<file path="config.mk">
export PLATFORM = sky130hd
export DESIGN_NAME = hslc_front
export DESIGN_NICKNAME = d
export VERILOG_FILES = /design/src/design/hslc_pkg.sv /design/src/design/hslc_front.sv
export SDC_FILE = /design/constraint.sdc
export NUM_CORES = 1
export LEC_CHECK = 0
export BUFFER_PORTS_ARGS = -buffer_cell sky130_fd_sc_hd__buf_2
export CORE_UTILIZATION = 50
export DETAILED_ROUTE_END_ITERATION = 10
export GPL_ROUTABILITY_DRIVEN = 0
export PLACE_DENSITY = 0.68
export SLEW_MARGIN = 5
export SYNTH_ARGS = -nofsm -noshare
export SYNTH_HDL_FRONTEND = slang
export SYNTH_SLANG_ARGS = --single-unit
</file>
<file path="constraint.sdc">
create_clock -name clk -period 9.31 [get_ports clk]
set_input_delay 0.4655 -clock clk [delete_from_list [all_inputs] [get_ports clk]]
set_output_delay 0.4655 -clock clk [all_outputs]
set_load 0.03 [all_outputs]
</file>
<file path="src/design/hslc_pkg.sv">
// Shared types, fixed-point constants and helpers for the HSL colourize pipeline.
`timescale 1ns / 1ps

package hslc_pkg;

    localparam int FRAC_BITS = 16;
    localparam int FIX_W     = FRAC_BITS + 1;
    localparam int QUOT_W    = FRAC_BITS + 2;
    localparam int RECIP_W   = FRAC_BITS + 2;
    localparam int PROD_W    = FRAC_BITS + 7;
    localparam int CORR_W    = FRAC_BITS + 10;

    localparam int CFG_IDX_W  = 3;
    localparam int CFG_DATA_W = 9;

    typedef logic [FIX_W-1:0]  fix_t;
    typedef logic [QUOT_W-1:0] quot_t;

    localparam fix_t FIX_ONE        = {1'b1, {FRAC_BITS{1'b0}}};
    localparam fix_t FIX_HALF       = {2'b01, {(FRAC_BITS - 1){1'b0}}};
    localparam fix_t FIX_THIRD      = FIX_W'((64'd1 << FRAC_BITS) / 64'd3);
    localparam fix_t FIX_TWO_THIRDS = FIX_W'((64'd2 << FRAC_BITS) / 64'd3);

    // Constant divisors and their scaled reciprocals
    localparam int LUM_DIV = 510;
    localparam int SAT_DIV = 100;
    localparam int HUE_DIV = 360;
    localparam int PCT_DIV = 100;

    localparam int LUM_GUARD = 10;
    localparam int SAT_GUARD = 8;
    localparam int HUE_GUARD = 10;
    localparam int PCT_GUARD = PROD_W;

    localparam logic [RECIP_W-1:0] LUM_RECIP =
        RECIP_W'((64'd1 << (FRAC_BITS + LUM_GUARD)) / LUM_DIV);
    localparam logic [RECIP_W-1:0] SAT_RECIP =
        RECIP_W'((64'd1 << (FRAC_BITS + SAT_GUARD)) / SAT_DIV);
    localparam logic [RECIP_W-1:0] HUE_RECIP =
        RECIP_W'((64'd1 << (FRAC_BITS + HUE_GUARD)) / HUE_DIV);
    localparam logic [RECIP_W-1:0] PCT_RECIP =
        RECIP_W'((64'd1 << PCT_GUARD) / PCT_DIV);

    localparam logic [6:0] SAT_MAX = 7'd100;
    localparam logic [8:0] HUE_MAX = 9'd360;

    // Configuration register indexes
    localparam logic [CFG_IDX_W-1:0] REG_HUE        = CFG_IDX_W'(0);
    localparam logic [CFG_IDX_W-1:0] REG_SATURATION = CFG_IDX_W'(1);
    localparam logic [CFG_IDX_W-1:0] REG_LIGHTNESS  = CFG_IDX_W'(2);
    localparam logic [CFG_IDX_W-1:0] REG_MASK_EN    = CFG_IDX_W'(3);
    localparam logic [CFG_IDX_W-1:0] REG_MASK_RED   = CFG_IDX_W'(4);
    localparam logic [CFG_IDX_W-1:0] REG_MASK_GREEN = CFG_IDX_W'(5);
    localparam logic [CFG_IDX_W-1:0] REG_MASK_BLUE  = CFG_IDX_W'(6);

    typedef struct packed {
        logic [7:0] red;
        logic [7:0] green;
        logic [7:0] blue;
    } pixel_t;

    typedef struct packed {
        logic [8:0]        hue_degrees;
        logic [6:0]        saturation_percent;
        logic signed [7:0] lightness_change_percent;
        logic              mask_enable;
        pixel_t            mask;
    } cfg_t;

    typedef struct packed {
        pixel_t pix;
        logic   hit;
        fix_t   l;
        fix_t   s;
        fix_t   h;
    } hsl_t;

    // Fix up a reciprocal estimate that is at most one below the true quotient
    function automatic quot_t fix_correct(input logic [CORR_W-1:0] num,
                                          input quot_t             est,
                                          input logic [CORR_W-1:0] divisor);
        logic [CORR_W-1:0] rem;
        rem = num - CORR_W'(est) * divisor;
        if (rem >= divisor)
        begin
            fix_correct = est + QUOT_W'(1);
        end
        else
        begin
            fix_correct = est;
        end
    endfunction

endpackage

</file>
<file path="src/design/hslc_front.sv">
// Front stages: mask match, lightness of the source pixel, saturation and hue fractions.
`timescale 1ns / 1ps

module hslc_front
    import hslc_pkg::*;
(
    input  logic   clk,
    input  logic   rst_n,
    input  logic   en,
    input  cfg_t   cfg,
    input  logic   in_valid,
    input  pixel_t in_pix,
    output logic   out_valid,
    output hsl_t   out_hsl
);

    typedef struct packed {
        pixel_t     pix;
        logic       hit;
        logic [8:0] sum;
    } st_a_t;

    typedef struct packed {
        pixel_t     pix;
        logic       hit;
        logic [8:0] sum;
        logic [6:0] sat;
        logic [8:0] hue;
        quot_t      l_est;
        quot_t      s_est;
        quot_t      h_est;
    } st_b_t;

    logic [2:0] vld_reg, vld_next;
    st_a_t      a_reg, a_next;
    st_b_t      b_reg, b_next;
    hsl_t       c_reg, c_next;

    logic [7:0] mx_rg, mn_rg, mx, mn;
    logic [LUM_GUARD+QUOT_W-1:0] l_prod;
    logic [SAT_GUARD+QUOT_W-1:0] s_prod;
    logic [HUE_GUARD+QUOT_W-1:0] h_prod;
    quot_t l_q, s_q, h_q;

    assign vld_next = {vld_reg[1:0], in_valid};

    // Stage A: register pixel, mask compare, max + min
    always_comb
    begin
        mx_rg      = (in_pix.red > in_pix.green) ? in_pix.red : in_pix.green;
        mx         = (mx_rg > in_pix.blue) ? mx_rg : in_pix.blue;
        mn_rg      = (in_pix.red < in_pix.green) ? in_pix.red : in_pix.green;
        mn         = (mn_rg < in_pix.blue) ? mn_rg : in_pix.blue;
        a_next.pix = in_pix;
        a_next.hit = cfg.mask_enable && (in_pix == cfg.mask);
        a_next.sum = {1'b0, mx} + {1'b0, mn};
    end

    // Stage B: limit saturation and hue, reciprocal estimates of the three quotients
    always_comb
    begin
        b_next.pix = a_reg.pix;
        b_next.hit = a_reg.hit;
        b_next.sum = a_reg.sum;
        b_next.sat = (cfg.saturation_percent >= SAT_MAX) ? SAT_MAX : cfg.saturation_percent;
        b_next.hue = (cfg.hue_degrees >= HUE_MAX) ? HUE_MAX : cfg.hue_degrees;
        l_prod = (LUM_GUARD + QUOT_W)'(a_reg.sum) * (LUM_GUARD + QUOT_W)'(LUM_RECIP);
        s_prod = (SAT_GUARD + QUOT_W)'(b_next.sat) * (SAT_GUARD + QUOT_W)'(SAT_RECIP);
        h_prod = (HUE_GUARD + QUOT_W)'(b_next.hue) * (HUE_GUARD + QUOT_W)'(HUE_RECIP);
        b_next.l_est = l_prod[LUM_GUARD +: QUOT_W];
        b_next.s_est = s_prod[SAT_GUARD +: QUOT_W];
        b_next.h_est = h_prod[HUE_GUARD +: QUOT_W];
    end

    // Stage C: correct each estimate by at most one
    always_comb
    begin
        l_q = fix_correct(CORR_W'(b_reg.sum) << FRAC_BITS, b_reg.l_est, CORR_W'(LUM_DIV));
        s_q = fix_correct(CORR_W'(b_reg.sat) << FRAC_BITS, b_reg.s_est, CORR_W'(SAT_DIV));
        h_q = fix_correct(CORR_W'(b_reg.hue) << FRAC_BITS, b_reg.h_est, CORR_W'(HUE_DIV));
        c_next.pix = b_reg.pix;
        c_next.hit = b_reg.hit;
        c_next.l   = l_q[FIX_W-1:0];
        c_next.s   = s_q[FIX_W-1:0];
        c_next.h   = h_q[FIX_W-1:0];
    end

    always_ff @(posedge clk or negedge rst_n)
    begin
        if (!rst_n)
        begin
            vld_reg <= '0;
        end
        else if (en)
        begin
            vld_reg <= vld_next;
        end
    end

    always_ff @(posedge clk)
    begin
        if (en)
        begin
            a_reg <= a_next;
            b_reg <= b_next;
            c_reg <= c_next;
        end
    end

    assign out_valid = vld_reg[2];
    assign out_hsl   = c_reg;

endmodule

</file>
# Yosys cells after proc, flatten, opt, wreduce, memory -nomap -nowiden
# Index checks and enable logic that the tools add are counted.
[totals]
regBits = 214
out_inout_bits = 77
wordCells = 56
[op_classes]
n_addsub = 7
n_mul = 6
magnitude_cmp = 9
n_eq_ne = 1
mux = 9
reduce_logical = 1
[op_table]
columns = ["operator", "count"]
rows = [
  ["26-bit by 9-bit >= comparator with 1-bit output (second input constant)", 2],
  ["25-bit by 26-bit subtractor with 26-bit output", 2],
  ["17-bit by 1-bit adder with 17-bit output (second input constant)", 3],
  ["17-bit 2-to-1 mux", 3],
  ["8-bit 2-to-1 mux", 4],
  ["9-bit by 18-bit multiplier with 27-bit output (second input constant)", 1],
  ["26-bit by 7-bit >= comparator with 1-bit output (second input constant)", 1],
  ["9-bit by 17-bit multiplier with 26-bit output (second input constant)", 1],
  ["17-bit by 8-bit multiplier with 25-bit output (second input constant)", 1],
  ["23-bit by 24-bit subtractor with 25-bit output", 1],
  ["24-bit == test", 1],
  ["17-bit by 6-bit multiplier with 23-bit output (second input constant)", 1],
  ["7-bit by 16-bit multiplier with 23-bit output (second input constant)", 1],
  ["17-bit by 5-bit multiplier with 22-bit output (second input constant)", 1],
  ["8-bit > comparator", 2],
  ["8-bit < comparator", 2],
  ["8-bit by 8-bit adder with 9-bit output", 1],
  ["9-bit >= comparator (second input constant)", 1],
  ["9-bit 2-to-1 mux", 1],
  ["7-bit >= comparator (second input constant)", 1],
  ["7-bit 2-to-1 mux", 1],
  ["1-bit logical AND", 1],
]

# Logic depth before layout (Yosys ltp)
[logic_depth]
depth_word = 5
ltp_mapped = 33

# Worst setup path before layout
# OpenSTA, ideal clock, no wires.
[synth_timing]
path_type = "reg2reg"
from = "register b_reg[50] (netlist bit)"
to = "register c_reg (netlist bit out_hsl[47]) (data pin)"
t_arrival_ns = 7.688
required_time_ns = 9.039
path_slack_ns = 1.350
stages_incl_launch_ff = 30
n_path_buf = 1
period_less_slack_ns = 7.960
path_cell_list = "edfxtp_1 inv_1 fa_1 fa_1 inv_1 fa_1 fa_1 ha_1 a21o_1 a31o_2 o31a_1 and3_1 o21a_1 o21ai_0 a21oi_1 o311a_1 o21a_1 o21a_1 o41a_1 xnor2_1 ha_1 nor2b_1 a211o_1 o22a_1 a21bo_1 nor4_1 nand4_1 buf_2 nand2_1 xnor2_1"
[synth_via]
elab_chain_len = 4
[synth_rtl]
columns = ["element", "line", "text"]
rows = [
  ["start, declared", "hslc_front.sv:36", "st_b_t b_reg, b_next;"],
  ["start signal, assigned", "hslc_front.sv:105", "b_reg <= b_next;"],
  ["17-bit by 8-bit multiplier with 25-bit output", "hslc_pkg.sv:83", "rem = num - CORR_W'(est) * divisor;"],
  ["25-bit by 26-bit subtractor with 26-bit output", "hslc_pkg.sv:83", ""],
  ["26-bit by 9-bit >= comparator with 1-bit output", "hslc_pkg.sv:84", "if (rem >= divisor)"],
  ["17-bit 2-to-1 mux", "hslc_pkg.sv:84", ""],
  ["named net l_q[13]", "hslc_front.sv:43", "quot_t l_q, s_q, h_q;"],
  ["end signal, assigned", "hslc_front.sv:106", "c_reg <= c_next;"],
  ["end, declared", "hslc_front.sv:37", "hsl_t c_reg, c_next;"],
]
# The timed path passes the listed nets, and every way through them passes these cells.
# A chain may end at the register's enable or synchronous reset.

# Final worst setup path
[layout_timing]
from = "register b_reg[47] (netlist bit)"
to = "register c_reg (netlist bit out_hsl[36]) (data pin)"
# Same word-level chain as after synthesis.

==> impl_metrics.json <==
{
  "core_um2": 43200,
  "num_rows": 76,
  "htree_levels": 1,
  "synth_seq_cells": 209,
  "cts_buffers": 24,
  "max_slew_margin_pct": 36.1,
  "avgSynthCellArea_um2": 10.3,
  "synth_ff_type": "edfxtp_1",
  "fin_skew_ps": 16.2,
  "final_area_um2": 24100,
  "max_freq_mhz": 118,
  "hold_path.class": "in2reg",
  "cp-end-kind": "flip-flop",
  "synth_edf_count": 206,
  "crit-reg2reg-launch": "b_reg[47]$_DFFE_PP_",
  "ys_types": 83,
  "setup_viol": 0,
  "clkLatencyLatePin_ps": 540,
  "grt_use_total_pct": 21.4,
  "netlist_area_um2": 21900,
  "yosysTopAreaCell": "edfxtp_1",
  "pre_cts_ws_ps": 801,
  "boundaryPins": 154,
  "ant_nets": 0,
  "worst_slack_ps": 816,
  "grt_max_degree": 72,
  "synth.most_common_cell": "inv_1",
  "slowest_stage": "edfxtp_1",
  "slew_violations": 0,
  "yosys_warnings": 0,
  "drt-initial-drc-count": 841,
  "grt_overflow": 0,
  "finalCritPeriodShare_pct": 91.2,
  "tightest_slew_ps": 953,
  "yosysTopAreaCellShare_pct": 28.2,
  "worstPathRequired_ps": 9610,
  "rsz0062_at_grt": "no",
  "drt-vias-per-instance": 5.36,
  "cts_root_buf": "clkbuf_16",
  "grt_pass1_wl_um": 76900,
  "drive_gt1_share_pct": 11.2,
  "port_buffers": 145,
  "diodes": 0,
  "async_flop_share_pct": 1.44,
  "crit_type": "reg2reg",
  "maxCapViolCount": 0,
  "via_count": 15500,
  "synth.yosys.seq_area_share_pct": 28.6,
  "place_inst": 2847,
  "place_area_um2": 23300,
  "crit_fanout": 15,
  "status": "finished clean",
  "path_clk_slew_ps": 60,
  "start_kind": "flip-flop",
  "start_util_pct": 50.7,
  "timing.critical_path.slowest_cell_delay_ps": 620,
  "post_cts_resized": 0,
  "nets": 2866,
  "synth_cells": 2128,
  "die_h_um": 211,
  "critPathLaunch": "b_reg[47]$_DFFE_PP_",
  "dp_hpwl_um": 38300,
  "areaGrowthSynthToFinish_pct": 10.1,
  "crit_arrival_ps": 8790,
  "die_x_um": 211,
  "largest_reg_flops": 96,
  "final_cells": 2891,
  "drc": 0,
  "grt_pass1_vias": 15900,
  "numClockSinks": 209,
  "ys_top_cells_by_area": "edfxtp_1 (28%), ha_1 (19%), fa_1 (15%)",
  "cts_tree": "yes",
  "wl_per_cell_um": 16.0,
  "yosys-top-cells-count": "inv_1 (415), ha_1 (335), edfxtp_1 (206)",
  "setup_tns_ps": 0,
  "first_pass_iters": 5,
  "clockBufferDepth": 3,
  "min_period_ps": 8490,
  "final_hold_viol_count": 0,
  "dieArea_um2": 44600,
  "routed_wl_um": 46400,
  "antenna_found_initial": 0,
  "min-delay-start": "in_valid"
}
path summary, 6_finish.rpt:
check,to,slack (ps),cells past startpoint
setup / recovery,out_hsl[36]$_DFFE_PP_,820,31
hold / removal,vld_reg[0]$_DFFE_PN0P_,150,2
setup reg to reg,out_hsl[36]$_DFFE_PP_,820,31
hold reg to reg,out_hsl[57]$_DFFE_PP_,420,0
max in group asynchronous,vld_reg[1]$_DFFE_PN0P_,8960,2
min in group asynchronous,vld_reg[0]$_DFFE_PN0P_,250,2
layout make-up:
| class | instances | area (um^2) |
|---|---|---|
| inverter | 415 | 1560 |
| tap | 585 | 732 |
| fill | 3788 | 19100 |
| clock inverter | 18 | 166 |
| sequential | 209 | 6260 |
| multi-input combinational | 1487 | 14000 |
| timing repair buffer | 152 | 790 |
| clock buffer | 25 | 604 |
cells by family after synthesis:
family	Yosys count	synth area share, %
muxes	33	1.63
xor gates and xnor gates	162	6.48
AOI/OAI and AO/OA	355	10.9
adders and majority gates	500	34.2
and+or+nand+nor	435	10.6
other	1	0.0171
buffers and inverters	433	7.54
DFF	209	28.6
critical path: cells and delay by family (launching register included):
family,cells,cell delay [ps]
compound gates,11,2450
xor+xnor,2,250
fa+ha+maj,6,2920
buf+inv,5,630
flops,1,620
simple gates,7,1390
cells in the final DEF, fill, tap and decap left out, types with 6 or more instances in the layout:
cell         n
a211o_1      8
a21o_1      40
a21oi_1     83
a31oi_1     13
and2_1      13
and3_1      23
buf_2      144
buf_4        6
clkbuf_16   24
clkinv_2     6
edfxtp_1   206
fa_1       165
ha_1       335
inv_1      415
mux2_2      21
mux2i_1     12
nand2_1     79
nand2b_1    18
nand3_1     51
nand3_2      6
nand3b_1     6
nand4_1     22
nor2_1      89
nor2b_1     19
nor3_1      34
nor4_1      18
o211ai_1    11
o21a_1      28
o21ai_0     68
o21bai_1    12
o22ai_1      8
or2_2       18
or3_1       12
xnor2_1    110
xor2_1      52
repair_timing:
action	4_1_cts	5_1_grt
hold endpoints to repair	3	0
buffers inserted	0	0
endpoints found under the setup margin	0	0
hold buffers	1	0
through the flow:
| step | hold slack, ps | util (%) |
|---|---|---|
| after floorplan | 170 | - |
| after global placement | 261 | 54.0 |
| after detailed placement | 266 | 54.0 |
| after CTS | 119 | 55.8 |
| after global routing | 130 | 55.8 |
| final | 151 | 55.8 |
layer usage:
layer | track usage, % | vias to the layer above | wire length, um
li1 | - | 7662 | -
met2 | 37.0 | 343 | 22300
met3 | 3.39 | 78 | 2570
met4 | 5.67 | 0 | 1160
met5 | 0 | - | 0
met1 | 28.0 | 7417 | 20300
Power is left out: the tool's default activity adds up to more than one toggle a clock period on the data nets, which glitch-free logic cannot reach.
