--- config.mk ---
export PLATFORM = sky130hd
export DESIGN_NAME = hslc_lum_adjust
export DESIGN_NICKNAME = d
export VERILOG_FILES = /design/src/design/hslc_pkg.sv /design/src/design/hslc_lum_adjust.sv
export SDC_FILE = /design/constraint.sdc
export NUM_CORES = 1
export LEC_CHECK = 0
export BUFFER_PORTS_ARGS = -buffer_cell sky130_fd_sc_hd__buf_4
export CAP_MARGIN = 20
export CORE_ASPECT_RATIO = 1.25
export CORE_MARGIN = 8
export CORE_UTILIZATION = 55
export DETAILED_ROUTE_END_ITERATION = 10
export GPL_TIMING_DRIVEN = 0
export PLACE_DENSITY_LB_ADDON = 0.2
export SLEW_MARGIN = 20
export SYNTH_ARGS = -nofsm -noshare
export SYNTH_HDL_FRONTEND = slang
export SYNTH_SLANG_ARGS = --single-unit
--- constraint.sdc ---
create_clock -name clk -period 9.85 [get_ports clk]
set_clock_uncertainty 0.2 [all_clocks]
set_input_delay 1.97 -clock clk [delete_from_list [all_inputs] [get_ports clk]]
set_output_delay 1.97 -clock clk [all_outputs]
set_load 0.005 [all_outputs]
--- src/design/hslc_pkg.sv ---
// Shared types, fixed-point constants and helpers for the HSL colourize pipeline.
`timescale 1ns / 1ps

package hslc_pkg;

    localparam int FRAC_BITS = 16;
    localparam int FIX_W     = FRAC_BITS + 1;
    localparam int QUOT_W    = FRAC_BITS + 2;
    localparam int RECIP_W   = FRAC_BITS + 2;
    localparam int PROD_W    = FRAC_BITS + 7;
    localparam int CORR_W    = FRAC_BITS + 10;

    localparam int CFG_IDX_W  = 3;
    localparam int CFG_DATA_W = 9;

    typedef logic [FIX_W-1:0]  fix_t;
    typedef logic [QUOT_W-1:0] quot_t;

    localparam fix_t FIX_ONE        = {1'b1, {FRAC_BITS{1'b0}}};
    localparam fix_t FIX_HALF       = {2'b01, {(FRAC_BITS - 1){1'b0}}};
    localparam fix_t FIX_THIRD      = FIX_W'((64'd1 << FRAC_BITS) / 64'd3);
    localparam fix_t FIX_TWO_THIRDS = FIX_W'((64'd2 << FRAC_BITS) / 64'd3);

    // Constant divisors and their scaled reciprocals
    localparam int LUM_DIV = 510;
    localparam int SAT_DIV = 100;
    localparam int HUE_DIV = 360;
    localparam int PCT_DIV = 100;

    localparam int LUM_GUARD = 10;
    localparam int SAT_GUARD = 8;
    localparam int HUE_GUARD = 10;
    localparam int PCT_GUARD = PROD_W;

    localparam logic [RECIP_W-1:0] LUM_RECIP =
        RECIP_W'((64'd1 << (FRAC_BITS + LUM_GUARD)) / LUM_DIV);
    localparam logic [RECIP_W-1:0] SAT_RECIP =
        RECIP_W'((64'd1 << (FRAC_BITS + SAT_GUARD)) / SAT_DIV);
    localparam logic [RECIP_W-1:0] HUE_RECIP =
        RECIP_W'((64'd1 << (FRAC_BITS + HUE_GUARD)) / HUE_DIV);
    localparam logic [RECIP_W-1:0] PCT_RECIP =
        RECIP_W'((64'd1 << PCT_GUARD) / PCT_DIV);

    localparam logic [6:0] SAT_MAX = 7'd100;
    localparam logic [8:0] HUE_MAX = 9'd360;

    // Configuration register indexes
    localparam logic [CFG_IDX_W-1:0] REG_HUE        = CFG_IDX_W'(0);
    localparam logic [CFG_IDX_W-1:0] REG_SATURATION = CFG_IDX_W'(1);
    localparam logic [CFG_IDX_W-1:0] REG_LIGHTNESS  = CFG_IDX_W'(2);
    localparam logic [CFG_IDX_W-1:0] REG_MASK_EN    = CFG_IDX_W'(3);
    localparam logic [CFG_IDX_W-1:0] REG_MASK_RED   = CFG_IDX_W'(4);
    localparam logic [CFG_IDX_W-1:0] REG_MASK_GREEN = CFG_IDX_W'(5);
    localparam logic [CFG_IDX_W-1:0] REG_MASK_BLUE  = CFG_IDX_W'(6);

    typedef struct packed {
        logic [7:0] red;
        logic [7:0] green;
        logic [7:0] blue;
    } pixel_t;

    typedef struct packed {
        logic [8:0]        hue_degrees;
        logic [6:0]        saturation_percent;
        logic signed [7:0] lightness_change_percent;
        logic              mask_enable;
        pixel_t            mask;
    } cfg_t;

    typedef struct packed {
        pixel_t pix;
        logic   hit;
        fix_t   l;
        fix_t   s;
        fix_t   h;
    } hsl_t;

    // Fix up a reciprocal estimate that is at most one below the true quotient
    function automatic quot_t fix_correct(input logic [CORR_W-1:0] num,
                                          input quot_t             est,
                                          input logic [CORR_W-1:0] divisor);
        logic [CORR_W-1:0] rem;
        rem = num - CORR_W'(est) * divisor;
        if (rem >= divisor)
        begin
            fix_correct = est + QUOT_W'(1);
        end
        else
        begin
            fix_correct = est;
        end
    endfunction

endpackage

--- src/design/hslc_lum_adjust.sv ---
// Lightness adjustment stages: scale lightness toward white or black by a percentage.
`timescale 1ns / 1ps

module hslc_lum_adjust
    import hslc_pkg::*;
(
    input  logic clk,
    input  logic rst_n,
    input  logic en,
    input  cfg_t cfg,
    input  logic in_valid,
    input  hsl_t in_hsl,
    output logic out_valid,
    output hsl_t out_hsl
);

    typedef enum logic [1:0] {ADJ_KEEP, ADJ_UP, ADJ_DOWN, ADJ_ZERO} adj_t;

    typedef struct packed {
        hsl_t              base;
        adj_t              mode;
        logic [PROD_W-1:0] prod;
    } st_d_t;

    typedef struct packed {
        hsl_t              base;
        adj_t              mode;
        logic [PROD_W-1:0] prod;
        quot_t             q_est;
    } st_e_t;

    logic [2:0] vld_reg, vld_next;
    st_d_t      d_reg, d_next;
    st_e_t      e_reg, e_next;
    hsl_t       f_reg, f_next;

    logic signed [7:0]             chg;
    logic [8:0]                    k;
    logic [6:0]                    coef;
    fix_t                          opnd;
    logic [PCT_GUARD+QUOT_W-1:0]   p_prod;
    quot_t                         q;
    logic [QUOT_W:0]               l_sum;

    assign vld_next = {vld_reg[1:0], in_valid};

    // Stage D: pick coefficient and operand, multiply
    always_comb
    begin
        chg  = cfg.lightness_change_percent;
        k    = {chg[7], chg} + 9'd100;
        coef = '0;
        opnd = '0;
        d_next.mode = ADJ_KEEP;
        if (chg[7])
        begin
            if (k[8] || (k == 9'd0))
            begin
                d_next.mode = ADJ_ZERO;
            end
            else
            begin
                d_next.mode = ADJ_DOWN;
                coef        = k[6:0];
                opnd        = in_hsl.l;
            end
        end
        else if (chg != 8'sd0)
        begin
            d_next.mode = ADJ_UP;
            coef        = chg[6:0];
            opnd        = FIX_ONE - in_hsl.l;
        end
        d_next.base = in_hsl;
        d_next.prod = PROD_W'(coef) * PROD_W'(opnd);
    end

    // Stage E: reciprocal estimate of prod / 100
    always_comb
    begin
        p_prod = (PCT_GUARD + QUOT_W)'(d_reg.prod) * (PCT_GUARD + QUOT_W)'(PCT_RECIP);
        e_next.base  = d_reg.base;
        e_next.mode  = d_reg.mode;
        e_next.prod  = d_reg.prod;
        e_next.q_est = p_prod[PCT_GUARD +: QUOT_W];
    end

    // Stage F: correct quotient, apply and limit to one
    always_comb
    begin
        q = fix_correct(CORR_W'(e_reg.prod), e_reg.q_est, CORR_W'(PCT_DIV));
        case (e_reg.mode)
            ADJ_UP:   l_sum = (QUOT_W + 1)'(e_reg.base.l) + (QUOT_W + 1)'(q);
            ADJ_DOWN: l_sum = (QUOT_W + 1)'(q);
            ADJ_ZERO: l_sum = '0;
            ADJ_KEEP: l_sum = (QUOT_W + 1)'(e_reg.base.l);
            default:  l_sum = (QUOT_W + 1)'(e_reg.base.l);
        endcase
        f_next   = e_reg.base;
        f_next.l = (l_sum > (QUOT_W + 1)'(FIX_ONE)) ? FIX_ONE : l_sum[FIX_W-1:0];
    end

    always_ff @(posedge clk or negedge rst_n)
    begin
        if (!rst_n)
        begin
            vld_reg <= '0;
        end
        else if (en)
        begin
            vld_reg <= vld_next;
        end
    end

    always_ff @(posedge clk)
    begin
        if (en)
        begin
            d_reg <= d_next;
            e_reg <= e_next;
            f_reg <= f_next;
        end
    end

    assign out_valid = vld_reg[2];
    assign out_hsl   = f_reg;

endmodule

======== Yosys cells after proc, flatten, opt, wreduce, memory -nomap -nowiden ========
Cells that the tools add are included.
operators by class
  $add $sub $neg .......................... 5
  multiply operators ...................... 3
  divide/modulo/power cells ............... 0
  $lt $le $gt $ge ......................... 2
  eq/ne operators ......................... 3
  shift-type cells ........................ 0
  muxes and demuxes ....................... 11
  bitwise operators ....................... 0
  reduce and logical (&&, ||, !) cells .... 4
operators by type and width
  cell                                                                    number
  19-bit one-hot mux with 4 select lines                                  1
  17-bit two-way mux                                                      3
  23-bit by 16-bit multiplier with 39-bit output, second input constant   1
  26-bit by 7-bit >= comparator with 1-bit output, second input constant  1
  23-bit by 24-bit subtractor with 25-bit output                          1
  7-bit by 17-bit multiplier with 23-bit output                           1
  17-bit by 5-bit multiplier with 22-bit output, second input constant    1
  7-bit two-way mux                                                       3
  17-bit by 18-bit adder with 19-bit output                               1
  19-bit by 17-bit > comparator with 1-bit output, second input constant  1
  17-bit by 1-bit adder with 18-bit output, second input constant         1
  18-bit two-way mux                                                      1
  17-bit subtractor, first input constant                                 1
  8-bit by 8-bit adder with 9-bit output, second input constant           1
  9-bit logical NOT                                                       1
  8-bit nonzero test                                                      1
  2-bit == test, second input constant                                    2
  2-bit by 1-bit == test with 1-bit output, second input constant         1
  2-bit logical NOT                                                       1
  1-bit two-way mux                                                       2
  2-bit two-way mux                                                       1
  1-bit logical OR                                                        1
word-level totals
  register bits ........................... 298
  latch bits .............................. 0
  bits in writable memories ............... 0
  bits in read-only memories .............. 0
  input bits .............................. 129
  logic and storage cells ................. 55
  memories ................................ 0

======== Logic depth before layout (Yosys ltp) ========
  depth after elaboration ................. 7
  mapped depth ............................ 47
  depth with buffers taken out ............ 45

======== Worst setup path before layout ========
Ideal clock, no wire load.
  path kind ............................... register to register
  from .................................... reg e_reg[3] in the netlist's numbering
  to ...................................... reg f_reg (netlist bit out_hsl[34]) (data pin)
  arrival ................................. 8.796 ns
  required time ........................... 9.501 ns
  slack ................................... 0.705 ns
  cell stages (with the launch flop) ...... 45
  clock period less this slack ............ 9.145 ns
  path through ............................ edfxtp_1 > ha_1 > ha_1 > fa_1 > ha_1 > nor2b_1 > o21ai_0 > a21oi_1 > o21ai_0 > a21boi_0 > o21ai_0 > a21oi_1 > o21ai_0 > nand2_1 > a21o_1 > a21o_1 > a21o_1 > a21oi_1 > (+9 left out) > nand4_1 > buf_4 > mux2_2 > ha_1 > a21o_1 > a21oi_1 > o21bai_1 > a2111o_1 > nand2_1 > o21ai_0 > or3_1 > nand3_1 > a21oi_1 > or3_1 > a211o_1 > nor4_4 > a21oi_2 > nor3b_2
on the way
  word-level cells in the longest chain between the ends .. 7
  elaborated cells on any way between the ends .. 8
  classes of those cells .................. add/sub (3); mul (1); order compare (2); mux (2)
RTL lines
  element                                          line                    source
  from (decl)                                      hslc_lum_adjust.sv:34   st_e_t e_reg, e_next;
  from (signal assigned)                           hslc_lum_adjust.sv:120  e_reg <= e_next;
  17-bit by 5-bit multiplier with 22-bit output    hslc_pkg.sv:83          rem = num - CORR_W'(est) * divisor;
  23-bit by 24-bit subtractor with 25-bit output   hslc_pkg.sv:83
  26-bit by 7-bit >= comparator with 1-bit output  hslc_pkg.sv:84          if (rem >= divisor)
  18-bit two-way mux *                             hslc_pkg.sv:84
  17-bit by 18-bit adder with 19-bit output        hslc_lum_adjust.sv:93   ADJ_UP: l_sum = (QUOT_W + 1)'(e_reg.base.l) + (QUOT_W + 1)'(q);
  19-bit one-hot mux with 4 select lines *         hslc_lum_adjust.sv:92   case (e_reg.mode)
  19-bit by 17-bit > comparator with 1-bit output  hslc_lum_adjust.sv:100  f_next.l = (l_sum > (QUOT_W + 1)'(FIX_ONE)) ? FIX_ONE : l_sum[FIX_W-1:0];
  to (signal assigned)                             hslc_lum_adjust.sv:121  f_reg <= f_next;
  to (decl)                                        hslc_lum_adjust.sv:35   hsl_t f_reg, f_next;
Every way passes the cells marked *; elsewhere a longest branch is shown, timed or not.
A chain may end at the register's enable or synchronous reset.

======== Final worst setup path ========
  from .................................... reg e_reg[2] in the netlist's numbering
  to ...................................... reg f_reg (netlist bit out_hsl[34]) (data pin)
Same word-level chain as after synthesis.

==> summary.md <==
| Metric | Value |
|---|---|
| Async S/R FF share, synth | `1.01%` |
| Vias per cell | `5.58` |
| Fin crit period | `9.60 ns` |
| Reg2reg start | `e_reg[2]` |
| Die area | `~51000 µm²` |
| Dpl cell area | `roughly 26000 µm²` |
| Routed len/inst | `about 19 µm` |
| Core area | `between 40000 and 50000 µm²` |
| Mapped Cells | `2034` |
| Crit path launch type | `register` |
| Post-synthesis cell type count | `79` |
| Worst-margin pin slew | `a little over 1 ns` |
| Routed Antenna Nets | `0` |
| DP Wirelength | `around 43 mm` |
| Status | `completed` |
| Final core utilization | `64.1%` |
| Initial Utilization | `55.3%` |
| Worst path max stage delay | `~0.55 ns` |
| CP dominant cell by count | `a21oi_2` |
| Hold path depth | `0` |
| Max FFs per register | `around 120` |
| Io pins | `206` |
| Crit path max fanout | `10` |
| Syn-to-layout area delta | `15.9%` |
| Worst setup EP type | `register` |
| Setup TNS | `0 ns` |
| I/O Buffers | `164` |
| Main synth FF type | `edfxtp_1` |
| DRT Pass-1 Iters | `5` |
| Top-count cell post-synth | `ha_1` |
| Antenna diodes | `0` |
| Hold_sp | `d_reg[91]` |
| Ranking of synthesized cells by area | `edfxtp_1 (36%), fa_1 (20%), ha_1 (17%)` |
| Final Hold Fails | `0` |
| Critical R2R Capture | `out_hsl[34]` |
| Vias in the first global route | `between 15000 and 20000` |
| Fin. max-slew vios | `0` |
| Post-synthesis net count | `roughly 2700` |
| CP Class | `register to register` |
| Design area | `about 28000 µm²` |
| Clock buffer depth | `3` |
| Vias post-DR | `around 16000` |
| WP data required | `10.07 ns` |
| Cell Rows | `86` |
| Dpl cells | `between 2000 and 3000` |
| Largest area contributor in the netlist | `edfxtp_1` |
| Critical path's slowest cell | `fa_1` |
| Flop2flop setup slack | `roughly 0.25 ns` |
| Largest net degree at the start of global routing | `112` |
| First-pass GRT wire length | `~86 mm` |
| H-tree depth | `1` |
| Top-area cell type share of the netlist area | `between 30% and 40%` |
| Final setup fails | `0` |
| Initial drt markers | `765` |
| Initial antenna violation count | `0` |
| FF+latch count, synth | `just under 300` |
| TritonCTS Buffers | `30` |
| Headroom to the max-slew limit | `31.1%` |
| Hold Path End | `e_reg[109]` |
| FILL cells | `about 3400` |
| Worst Path Arrival | `just under 10 ns` |
| Finished Layout Cells | `2864` |
| Clock Latency Late Sink | `~0.59 ns` |
| Synthesized cell area | `24100 µm²` |
| Width of the chip | `between 200 and 250 µm` |
| Seq/Total Area, Yosys | `around 37%` |
| Clk root buf | `clkbuf_16` |
| Clk sinks | `296` |
| All-Layer GR Usage | `between 20% and 30%` |
| Congestion Overflow GR | `0` |
| F_max | `0.104 GHz` |
| CTS tree | `yes` |
| Clock transition at path regs | `roughly 0.070 ns` |
| RD Place Congestion | `0.919` |
| Post-synth top cells | `ha_1 (322), edfxtp_1 (293), inv_1 (286)` |
| Layout net count | `2962` |
| Layout cells sized above 1 | `15.6%` |
| Total Routed Length | `54.0 mm` |
| Post-route DRC | `0` |
| Worst hold path type | `register to register` |
| EDFF count, synth | `293` |
| Syn_area_per_cell | `between 10 and 15 µm²` |
| Max-cap violation count | `0` |
| Part of the cycle the worst path needs | `between 90% and 100%` |
| Die H | `~250 µm` |
| YS warnings | `0` |
| R2R depth | `46` |
-- metrics by stage --
step                worst slack (ns)  hold slack [ns]
floorplan                      0.705            0.200
global placement               -1.25            0.200
detailed placement             -1.32            0.205
CTS                         0.000466            0.209
global route                  -0.152            0.213
finish                         0.248            0.212
-- critical path, delay by kind of cell, from the launching register on --
kind,cells,cell delay (ns)
AOI/OAI and AO/OA,19,2.57
xor gates and xnor gates,3,0.49
adders and majority gates,7,2.20
buffers and inverters,2,0.34
DFF,1,0.53
and+or+nand+nor,15,3.06
-- placed cells by master (no fill, tap or decap), drive strengths merged, types with 25 or more instances in the layout --
cell / instances
a21o: 26
nor2: 84
ha: 322
nand2b: 27
clkbuf: 55
inv: 293
fa: 242
nor2b: 29
nor3: 25
xnor2: 58
edfxtp: 293
nand2: 154
buf: 212
a21oi: 73
o21ai: 79
xor2: 30
-- metal layers --
| layer | track usage [%] | wire (µm) | part of all wire [%] |
|---|---|---|---|
| met4 | 8.03 | 2050 | 3.8 |
| met3 | 2.38 | 2160 | 4.0 |
| met5 | 0 | 0 | 0 |
| met1 | 24.5 | 21200 | 39 |
| met2 | 38.7 | 28600 | 53 |
-- layout make-up --
type	count	area (µm²)	area share, %
Buffer	32	150	0.536
Multi-Input combinational cell	1418	14500	51.7
Tap cell	572	716	2.56
Clock buffer	30	751	2.68
Inverter	286	1070	3.84
Sequential cell	296	8870	31.7
Timing Repair Buffer	205	1590	5.67
Clock inverter	25	363	1.30
-- what timing repair did --
item,CTS,global route
gates cloned,0,0
buffers inserted,17,21
setup endpoints to repair,17,17
hold buffers,0,0
resized for setup,31,58
pin swaps,23,52
-- kinds of logic (layout without fill, tap and decap cells) --
| kind of cell | after synthesis | after routing | share of synthesized area (%) |
|---|---|---|---|
| fa+ha+maj | 564 | 564 | 36.7 |
| simple gates | 436 | 436 | 8.92 |
| buf+inv | 320 | 578 | 5.07 |
| compound gates | 311 | 311 | 8.49 |
| flops | 296 | 296 | 36.7 |
| xor+xnor | 88 | 88 | 3.19 |
| mux | 19 | 19 | 0.829 |
-- worst max-delay path by stage --
stage / from / to / slack, ns / depth (start not counted)
2_1_floorplan: e_reg[3] / out_hsl[34] / 0.70 / 44
3_3_place_gp: e_reg[0] / out_hsl[49] / -1.25 / 46
3_5_place_dp: e_reg[0] / out_hsl[49] / -1.32 / 46
4_1_cts: e_reg[2] / out_hsl[34] / 0.0005 / 44
5_1_grt: e_reg[2] / out_hsl[46] / -0.15 / 48
6_report: e_reg[2] / out_hsl[34] / 0.25 / 46
Power is not shown: default switching activity piles up to over one toggle a cycle in this logic, so the estimate is an artifact.
