[config.mk]
export PLATFORM = sky130hd
export DESIGN_NAME = hslc_chroma
export DESIGN_NICKNAME = d
export VERILOG_FILES = /design/src/design/hslc_pkg.sv /design/src/design/hslc_chroma.sv
export SDC_FILE = /design/constraint.sdc
export NUM_CORES = 2
export LEC_CHECK = 0
export ABC_CLOCK_PERIOD_IN_PS = 19800
export BUFFER_PORTS_ARGS = -buffer_cell sky130_fd_sc_hd__buf_2
export CAP_MARGIN = 20
export CORE_MARGIN = 1.5
export CORE_UTILIZATION = 45
export CTS_CLUSTER_SIZE = 16
export DETAILED_ROUTE_END_ITERATION = 7
export PLACE_DENSITY = 0.64
export SKIP_CTS_REPAIR_TIMING = 1
export SYNTH_ARGS = -nofsm -noshare
export SYNTH_HDL_FRONTEND = slang
export SYNTH_SLANG_ARGS = --single-unit
[constraint.sdc]
create_clock -name clk -period 19.8 [get_ports clk]
set_input_delay 4.95 -clock clk [delete_from_list [all_inputs] [get_ports clk]]
set_output_delay 4.95 -clock clk [all_outputs]
set_load 0.05 [all_outputs]
[src/design/hslc_pkg.sv]
// Shared types, fixed-point constants and helpers for the HSL colourize pipeline.
`timescale 1ns / 1ps

package hslc_pkg;

    localparam int FRAC_BITS = 16;
    localparam int FIX_W     = FRAC_BITS + 1;
    localparam int QUOT_W    = FRAC_BITS + 2;
    localparam int RECIP_W   = FRAC_BITS + 2;
    localparam int PROD_W    = FRAC_BITS + 7;
    localparam int CORR_W    = FRAC_BITS + 10;

    localparam int CFG_IDX_W  = 3;
    localparam int CFG_DATA_W = 9;

    typedef logic [FIX_W-1:0]  fix_t;
    typedef logic [QUOT_W-1:0] quot_t;

    localparam fix_t FIX_ONE        = {1'b1, {FRAC_BITS{1'b0}}};
    localparam fix_t FIX_HALF       = {2'b01, {(FRAC_BITS - 1){1'b0}}};
    localparam fix_t FIX_THIRD      = FIX_W'((64'd1 << FRAC_BITS) / 64'd3);
    localparam fix_t FIX_TWO_THIRDS = FIX_W'((64'd2 << FRAC_BITS) / 64'd3);

    // Constant divisors and their scaled reciprocals
    localparam int LUM_DIV = 510;
    localparam int SAT_DIV = 100;
    localparam int HUE_DIV = 360;
    localparam int PCT_DIV = 100;

    localparam int LUM_GUARD = 10;
    localparam int SAT_GUARD = 8;
    localparam int HUE_GUARD = 10;
    localparam int PCT_GUARD = PROD_W;

    localparam logic [RECIP_W-1:0] LUM_RECIP =
        RECIP_W'((64'd1 << (FRAC_BITS + LUM_GUARD)) / LUM_DIV);
    localparam logic [RECIP_W-1:0] SAT_RECIP =
        RECIP_W'((64'd1 << (FRAC_BITS + SAT_GUARD)) / SAT_DIV);
    localparam logic [RECIP_W-1:0] HUE_RECIP =
        RECIP_W'((64'd1 << (FRAC_BITS + HUE_GUARD)) / HUE_DIV);
    localparam logic [RECIP_W-1:0] PCT_RECIP =
        RECIP_W'((64'd1 << PCT_GUARD) / PCT_DIV);

    localparam logic [6:0] SAT_MAX = 7'd100;
    localparam logic [8:0] HUE_MAX = 9'd360;

    // Configuration register indexes
    localparam logic [CFG_IDX_W-1:0] REG_HUE        = CFG_IDX_W'(0);
    localparam logic [CFG_IDX_W-1:0] REG_SATURATION = CFG_IDX_W'(1);
    localparam logic [CFG_IDX_W-1:0] REG_LIGHTNESS  = CFG_IDX_W'(2);
    localparam logic [CFG_IDX_W-1:0] REG_MASK_EN    = CFG_IDX_W'(3);
    localparam logic [CFG_IDX_W-1:0] REG_MASK_RED   = CFG_IDX_W'(4);
    localparam logic [CFG_IDX_W-1:0] REG_MASK_GREEN = CFG_IDX_W'(5);
    localparam logic [CFG_IDX_W-1:0] REG_MASK_BLUE  = CFG_IDX_W'(6);

    typedef struct packed {
        logic [7:0] red;
        logic [7:0] green;
        logic [7:0] blue;
    } pixel_t;

    typedef struct packed {
        logic [8:0]        hue_degrees;
        logic [6:0]        saturation_percent;
        logic signed [7:0] lightness_change_percent;
        logic              mask_enable;
        pixel_t            mask;
    } cfg_t;

    typedef struct packed {
        pixel_t pix;
        logic   hit;
        fix_t   l;
        fix_t   s;
        fix_t   h;
    } hsl_t;

    // Fix up a reciprocal estimate that is at most one below the true quotient
    function automatic quot_t fix_correct(input logic [CORR_W-1:0] num,
                                          input quot_t             est,
                                          input logic [CORR_W-1:0] divisor);
        logic [CORR_W-1:0] rem;
        rem = num - CORR_W'(est) * divisor;
        if (rem >= divisor)
        begin
            fix_correct = est + QUOT_W'(1);
        end
        else
        begin
            fix_correct = est;
        end
    endfunction

endpackage

[src/design/hslc_chroma.sv]
// HSL to RGB stages: v1/v2, per-channel hue segments, rounding and the output register.
`timescale 1ns / 1ps

module hslc_chroma
    import hslc_pkg::*;
(
    input  logic   clk,
    input  logic   rst_n,
    input  logic   en,
    input  cfg_t   cfg,
    input  logic   in_valid,
    input  hsl_t   in_hsl,
    output logic   out_valid,
    output pixel_t out_pix
);

    typedef enum logic [1:0] {SEG_RISE, SEG_TOP, SEG_FALL, SEG_BASE} seg_t;

    typedef struct packed {
        seg_t seg;
        fix_t opnd;
    } chan_t;

    typedef struct packed {
        pixel_t pix;
        logic   hit;
        fix_t   l;
        fix_t   s;
        fix_t   h;
        fix_t   ls;
    } st_g_t;

    typedef struct packed {
        pixel_t      pix;
        logic        hit;
        fix_t        l;
        fix_t        v1;
        fix_t        v2;
        chan_t [2:0] ch;
    } st_h_t;

    typedef struct packed {
        pixel_t pix;
        logic   hit;
        fix_t   l;
        fix_t   [2:0] val;
    } st_j_t;

    logic [4:0] vld_reg, vld_next;
    st_g_t      g_reg, g_next;
    st_h_t      h_reg, h_next;
    st_h_t      i_reg, i_next;   // opnd holds the scaled span once past stage I
    st_j_t      j_reg, j_next;
    pixel_t     k_reg, k_next;

    logic [2*FIX_W-1:0] m_prod;
    logic [FIX_W:0]     v2_w, v1_w, t0_w;
    fix_t               t0, t2;
    fix_t               span;
    logic [2*FIX_W-1:0] s_prod [3];
    logic [FIX_W+7:0]   x_chan [3];
    logic [FIX_W+7:0]   x_grey;
    logic [7:0]         chan [3];
    logic [7:0]         grey;

    function automatic chan_t hue_seg(input fix_t t);
        logic [FIX_W+2:0] t6, t2x, t3x, one_x, two_x, d6;
        fix_t  d;
        chan_t r;
        one_x = (FIX_W + 3)'(FIX_ONE);
        two_x = one_x << 1;
        t6    = (FIX_W + 3)'(t) * (FIX_W + 3)'(6);
        t2x   = (FIX_W + 3)'(t) << 1;
        t3x   = (FIX_W + 3)'(t) * (FIX_W + 3)'(3);
        d     = FIX_TWO_THIRDS - t;
        d6    = (FIX_W + 3)'(d) * (FIX_W + 3)'(6);
        if (t6 < one_x)
        begin
            r.seg  = SEG_RISE;
            r.opnd = t6[FIX_W-1:0];
        end
        else if (t2x < one_x)
        begin
            r.seg  = SEG_TOP;
            r.opnd = '0;
        end
        else if (t3x < two_x)
        begin
            r.seg  = SEG_FALL;
            r.opnd = d6[FIX_W-1:0];
        end
        else
        begin
            r.seg  = SEG_BASE;
            r.opnd = '0;
        end
        hue_seg = r;
    endfunction

    assign vld_next = {vld_reg[3:0], in_valid};

    // Stage G: product S * L
    always_comb
    begin
        m_prod    = (2 * FIX_W)'(in_hsl.l) * (2 * FIX_W)'(in_hsl.s);
        g_next.pix = in_hsl.pix;
        g_next.hit = in_hsl.hit;
        g_next.l   = in_hsl.l;
        g_next.s   = in_hsl.s;
        g_next.h   = in_hsl.h;
        g_next.ls  = m_prod[FRAC_BITS +: FIX_W];
    end

    // Stage H: v1, v2 and the segment of each channel hue
    always_comb
    begin
        if (g_reg.l < FIX_HALF)
        begin
            v2_w = (FIX_W + 1)'(g_reg.l) + (FIX_W + 1)'(g_reg.ls);
        end
        else
        begin
            v2_w = (FIX_W + 1)'(g_reg.l) + (FIX_W + 1)'(g_reg.s) - (FIX_W + 1)'(g_reg.ls);
        end
        v1_w = {g_reg.l, 1'b0} - v2_w;

        // Wrap channel hues into 0..ONE
        t0_w = (FIX_W + 1)'(g_reg.h) + (FIX_W + 1)'(FIX_THIRD);
        t0   = (t0_w > (FIX_W + 1)'(FIX_ONE)) ? t0_w[FIX_W-1:0] - FIX_ONE : t0_w[FIX_W-1:0];
        t2   = (g_reg.h < FIX_THIRD) ? g_reg.h + FIX_ONE - FIX_THIRD : g_reg.h - FIX_THIRD;

        h_next.pix   = g_reg.pix;
        h_next.hit   = g_reg.hit;
        h_next.l     = g_reg.l;
        h_next.v1    = v1_w[FIX_W-1:0];
        h_next.v2    = v2_w[FIX_W-1:0];
        h_next.ch[0] = hue_seg(t0);
        h_next.ch[1] = hue_seg(g_reg.h);
        h_next.ch[2] = hue_seg(t2);
    end

    // Stage I: scale the span by each channel operand
    always_comb
    begin
        span   = h_reg.v2 - h_reg.v1;
        i_next = h_reg;
        for (int n = 0; n < 3; n++)
        begin
            s_prod[n] = (2 * FIX_W)'(span) * (2 * FIX_W)'(h_reg.ch[n].opnd);
            i_next.ch[n].opnd = s_prod[n][FRAC_BITS +: FIX_W];
        end
    end

    // Stage J: channel value from its segment
    always_comb
    begin
        j_next.pix = i_reg.pix;
        j_next.hit = i_reg.hit;
        j_next.l   = i_reg.l;
        for (int n = 0; n < 3; n++)
        begin
            case (i_reg.ch[n].seg)
                SEG_RISE: j_next.val[n] = i_reg.v1 + i_reg.ch[n].opnd;
                SEG_FALL: j_next.val[n] = i_reg.v1 + i_reg.ch[n].opnd;
                SEG_TOP:  j_next.val[n] = i_reg.v2;
                default:  j_next.val[n] = i_reg.v1;
            endcase
        end
    end

    // Stage K: round colour channels to 8 bits (grey is truncated), pick mask, grey or colour
    always_comb
    begin
        for (int n = 0; n < 3; n++)
        begin
            x_chan[n] = (FIX_W + 8)'(j_reg.val[n]) * (FIX_W + 8)'(255)
                        + (FIX_W + 8)'(FIX_HALF);
            chan[n]   = x_chan[n][FRAC_BITS + 8] ? 8'hFF : x_chan[n][FRAC_BITS +: 8];
        end
        x_grey = (FIX_W + 8)'(j_reg.l) * (FIX_W + 8)'(255);
        grey   = x_grey[FRAC_BITS + 8] ? 8'hFF : x_grey[FRAC_BITS +: 8];

        if (j_reg.hit)
        begin
            k_next = j_reg.pix;
        end
        else if (cfg.saturation_percent == 7'd0)
        begin
            k_next.red   = grey;
            k_next.green = grey;
            k_next.blue  = grey;
        end
        else
        begin
            k_next.red   = chan[0];
            k_next.green = chan[1];
            k_next.blue  = chan[2];
        end
    end

    always_ff @(posedge clk or negedge rst_n)
    begin
        if (!rst_n)
        begin
            vld_reg <= '0;
        end
        else if (en)
        begin
            vld_reg <= vld_next;
        end
    end

    always_ff @(posedge clk)
    begin
        if (en)
        begin
            g_reg <= g_next;
            h_reg <= h_next;
            i_reg <= i_next;
            j_reg <= j_next;
            k_reg <= k_next;
        end
    end

    assign out_valid = vld_reg[4];
    assign out_pix   = k_reg;

endmodule

# After elaboration in Yosys (flattened, before gate mapping)
# Index checks and enable logic that the tools add are counted.
dict set report word_totals {
  output_inout_bits 25
  reg_bits 481
  input_bits 129
  wordCells 137
}
dict set report classes {
  n_mul 17
  n_eq_ne 6
  n_addsub 19
  order_cmp 12
  reduce_logical 10
  mux 21
}
# operator n
set op_table {}
lappend op_table {{$mul 17x17->33} 4}
lappend op_table {{$mul 17x2->19 const B} 6}
lappend op_table {{$mux 18} 6}
lappend op_table {{$mux 17} 6}
lappend op_table {{$pmux 17 s2} 3}
lappend op_table {{$mul 17x8->25 const B} 4}
lappend op_table {{$add 17x17->17} 5}
lappend op_table {{$add 25x16->25 const B} 3}
lappend op_table {{$lt 20x17->1 const B} 3}
lappend op_table {{$lt 19x18->1 const B} 3}
lappend op_table {{$lt 18x17->1 const B} 3}
lappend op_table {{$mul 17x2->16 const B} 3}
lappend op_table {{$sub 16x17->17 const A} 3}
lappend op_table {{$sub 17x17->17} 3}
lappend op_table {{$mux 24} 2}
lappend op_table {{$sub 17x15->17 const B} 2}
lappend op_table {{$mux 8} 4}
lappend op_table {{$add 17x15->18 const B} 1}
lappend op_table {{$gt 18x17->1 const B} 1}
lappend op_table {{$add 17x17->17 const B} 1}
lappend op_table {{$lt 17x15->1 const B} 1}
lappend op_table {{$lt 17x16->1 const B} 1}
lappend op_table {{$sub 17x17->17 const B} 1}
lappend op_table {{$reduce_or 2->1} 6}
lappend op_table {{4 further kinds} 10}

# Longest topological paths before layout
dict set report logic_depth {
  word_depth 8
  mapped_depth 36
  mapped_depth_nobuf 34
}

# Worst setup path before layout
# OpenSTA, ideal clock, no wires.
dict set report synth_path {
  path_type {in2reg}
  startpoint {input port in_hsl[46] in the netlist's numbering}
  endpoint {register g_reg[16] in the netlist's numbering (data pin)}
  path_buffers 2
  arrival_ns 10.853
  setup_ns 0.260
  setup_slack_ns 8.687
  required_ns 19.540
  path_stages 25
  path_cell_list {clkbuf_1 > clkbuf_1 > nand2_1 > fa_1 > inv_1 > fa_1 > inv_1 > fa_1 > inv_1 > fa_1 > inv_1 > fa_1 > inv_1 > fa_1 > ha_1 > and3_1 > a221oi_1 > nand2_1 > nor3_1 > o21ai_0 > a211oi_1 > o21ai_0 > a31o_2 > a21oi_1 > xnor2_1}
}
dict set report synth_via {
  elab_chain_len 1
}
# element line_no
set synth_lines {}
lappend synth_lines {{from (decl)} hslc_chroma.sv:12} ;# input hsl_t in_hsl,
lappend synth_lines {{$mul 17x17->33} hslc_chroma.sv:105} ;# m_prod = (2 * FIX_W)'(in_hsl.l) * (2 * FIX_W)'(in_hsl.s);
lappend synth_lines {{via m_prod[32]} hslc_chroma.sv:56} ;# logic [2*FIX_W-1:0] m_prod;
lappend synth_lines {{to (signal assigned)} hslc_chroma.sv:217} ;# g_reg <= g_next;
lappend synth_lines {{to (decl)} hslc_chroma.sv:50} ;# st_g_t g_reg, g_next;
# The timed path passes the listed nets, and every way through them passes these cells.
# A chain may end at the register's enable or synchronous reset.

# Worst setup path after layout
dict set report layout_path {
  startpoint {input port in_hsl[47] in the netlist's numbering}
  endpoint {register g_reg[16] in the netlist's numbering (data pin)}
}
# Same word-level chain as after synthesis.

==> results.md <==
- Vias in the first global route: between 50000 and 60000
- Hold Crit Class: reg2reg
- Starting DRC count in detailed routing: 2537
- Site Rows: 147
- Hold Crit Depth: 0
- Mean Syn Cell Area: 9.94 sq um
- Clock-pin slew on the worst setup and hold paths: 0.07 ns
- Clk_lat worst skew: 0.66 ns
- Hold_sp: i_reg[105]
- WS Path Type: in2reg
- Post-Syn Nets: roughly 9500
- Antenna Nets Post-Route: 0
- Synth Area in Adders: between 40% and 50%
- Sequential fraction of the synthesis area: 19.6%
- Die width: 405 um
- Post-synth EDFFs: 471
- Number of max-cap violations: 0
- CP arrival: 11.51 ns
- Synthesized instance count: 7315
- Unrepaired setup endpoints after global routing: false
- Worst Skew: roughly 0.036 ns
- Initial antenna violation count: 4
- Gpl congestion: 0.872
- Synth Area in XOR/XNOR: 4.20%
- Crit end category: flop
- Vias after detailed routing: 49000
- # IOs: 154
- DR top layer: met5
- DR WL met3: 9470 um
- Fill cell count: 14700
- First-pass GRT wire length: 276000 um
- Asr flop ratio synth: 1.05%
- Core ar.: approximately 160000 sq um
- Area of the multi-input gates: 51900 sq um
- Final worst-path cycle share: 56.1%
- FF/Latch Area: roughly 14000 sq um
- RR Startpoint: h_reg[58]
- Compound-Gate Fraction of Synth Area: under 10%
- Final setup fails: 0
- Fmax: 0.0900 GHz
- R2R Setup Slk: around 9.3 ns
- DR pass1 iterations: 6
- Synth unique cells: 88
- Final-report hold violation count: 0
- Final net count: 9479
- Fraction of the mapped netlist area in simple logic gates: 11.9%
- WL per Instance: between 15 and 20 um
- Initial core utilization: 45.3%
- Gr usage total: between 20% and 30%
- YS warnings: 0
- Final std cells w/o fill: 9514
- CTS buffer count: 56
- Worst reg2reg path depth: 34
- Max H-tree Level: 2
- Reg-to-Reg End: i_reg[16]
- Post-Syn Area: 72700 sq um
- CTS Sinks: 476
- Max transition margin: between 20% and 30%
- Period minus WS final: ~11 ns
- Clock Path Buffers: 3
- Final routed DRC violation total: 0
- Clock root cell: clkbuf_16
- Multiplexer area fraction after synthesis: 0.781%
- Detailed Place HPWL: 133000 um
- Final WL: ~170000 um
- CP Launch Type: input pin
- Placed instance area: 75600 sq um
- PortBufs: 111
- Avg Vias per Cell: 5.15
- Met2 routed WL: slightly below 80000 um
- Crit Path Max Fanout: 18
- Yosys reg bits: 476
- Max Slew Vio Count: 0
- Top_reg_cell synth: edfxtp_1
- Max reg flops: 132
- CTS tree: yes
- Post-route cell area: 77500 sq um
- Largest net degree at the start of global routing: around 130
- Placed Instances: 9408
- Main combinational cell family by area after synthesis: adder cells
- Status: finished clean
- Area grow syn2layout: 6.59%
- Layout cells sized above 1: 4.09%
- Worst hold endpoint: j_reg[65]
- Die Y-Extent: 405 um
- Hold WS: 0.413 ns
- Full die area: ~160000 sq um
- Worst-margin pin slew: 1.06 ns
- Overflow after GRT: 0
- CP required: 20.21 ns
- Sum of routed wire segments on met1: between 70000 and 80000 um
- Setup_tns: 0 ns
## critical path: stages
cell and delay, ns:
buf_2 0.45, nand2_1 0.16, fa_1 0.55, inv_1 0.05, fa_1 0.54, inv_1 0.06, fa_1 0.49, inv_1 0.05
fa_1 0.52, inv_1 0.05, fa_1 0.48, inv_1 0.05, fa_1 0.44, ha_1 0.32, and3_1 0.20, a221oi_1 0.30
nand2_1 0.09, nor3_1 0.39, o21ai_0 0.24, a211oi_1 0.33, o21ai_0 0.19, a31o_2 0.28, a21oi_1 0.19, xnor2_1 0.10
## cell usage after synthesis, types with 11 or more instances
cell,instances,area [sq um]
inv_1,1559,5850
fa_1,1119,22400
ha_1,924,11600
nand2_1,687,2580
edfxtp_1,471,14100
and2_1,467,2920
nor2_1,258,968
a21oi_1,255,1280
xnor2_1,235,2060
clkbuf_1,201,754
o21ai_0,141,706
xor2_1,109,955
a21o_1,98,736
nor3_1,75,375
nor2b_1,71,444
o21a_1,55,413
o22ai_1,53,332
nand2b_1,47,294
mux2i_1,41,410
nand3_1,37,185
o21bai_1,37,278
a31oi_1,27,169
o211ai_1,24,180
a211oi_1,23,173
or3_1,22,138
and3_1,21,131
nand4_1,21,131
or2_2,15,93.8
mux2_2,14,158
o31ai_1,14,105
nor4_1,11,68.8
## metrics by stage
step	util [%]	worst slack, ns
global route	48.3	8.38
detailed placement	47.1	8.02
finish	48.3	8.69
floorplan	-	8.69
CTS	48.2	8.73
global placement	47.1	8.06
## final cells by class
class | instances | area share [%]
Clock inverter | 37 | 0.549
Multi-Input combinational cell | 5064 | 67.0
Antenna cell | 1 | 0.00323
Inverter | 1562 | 7.57
Sequential cell | 476 | 18.4
Timing Repair Buffer | 147 | 1.12
Clock buffer | 67 | 1.91
Tap cell | 2160 | 3.49
## placed cells by master, fill, tap and decap left out, types with 108 or more instances in the layout
master,instances
ha_1,923
fa_1,1119
edfxtp_1,471
xor2_1,108
and2_1,467
o21ai_0,141
buf_2,110
nand2_1,687
nor2_1,255
inv_1,1559
a21oi_1,252
xnor2_1,226
## how the worst max path moves through the flow
stage	start	endpoint	cells past startpoint
2_1_floorplan	in_hsl[46]	g_reg[16]	25
3_3_place_gp	in_hsl[47]	g_reg[16]	24
3_5_place_dp	in_hsl[47]	g_reg[16]	24
4_1_cts	in_hsl[47]	g_reg[16]	24
5_1_grt	in_hsl[47]	g_reg[16]	24
6_report	in_hsl[47]	g_reg[16]	24
## layer usage
metal / GRT usage, % / vias up
met5: 0 / -
met4: 5.78 / 2
met3: 2.86 / 232
met2: 35.4 / 1207
met1: 28.8 / 24400
li1: - / 23200
## cells by family (layout without fill, tap and decap cells)
logic type	count (synthesis)	in the layout
other	0	1
AND/OR/NAND/NOR	1766	1766
multiplexers	55	55
buffers and inverters	1775	1813
AO/OA/AOI/OAI	854	854
adder cells (fa/ha/maj)	2043	2043
XOR/XNOR	346	346
flip-flops	476	476
Power is left out: the tool's default activity adds up to more than one toggle a clock period on the data nets, which glitch-free logic cannot reach.
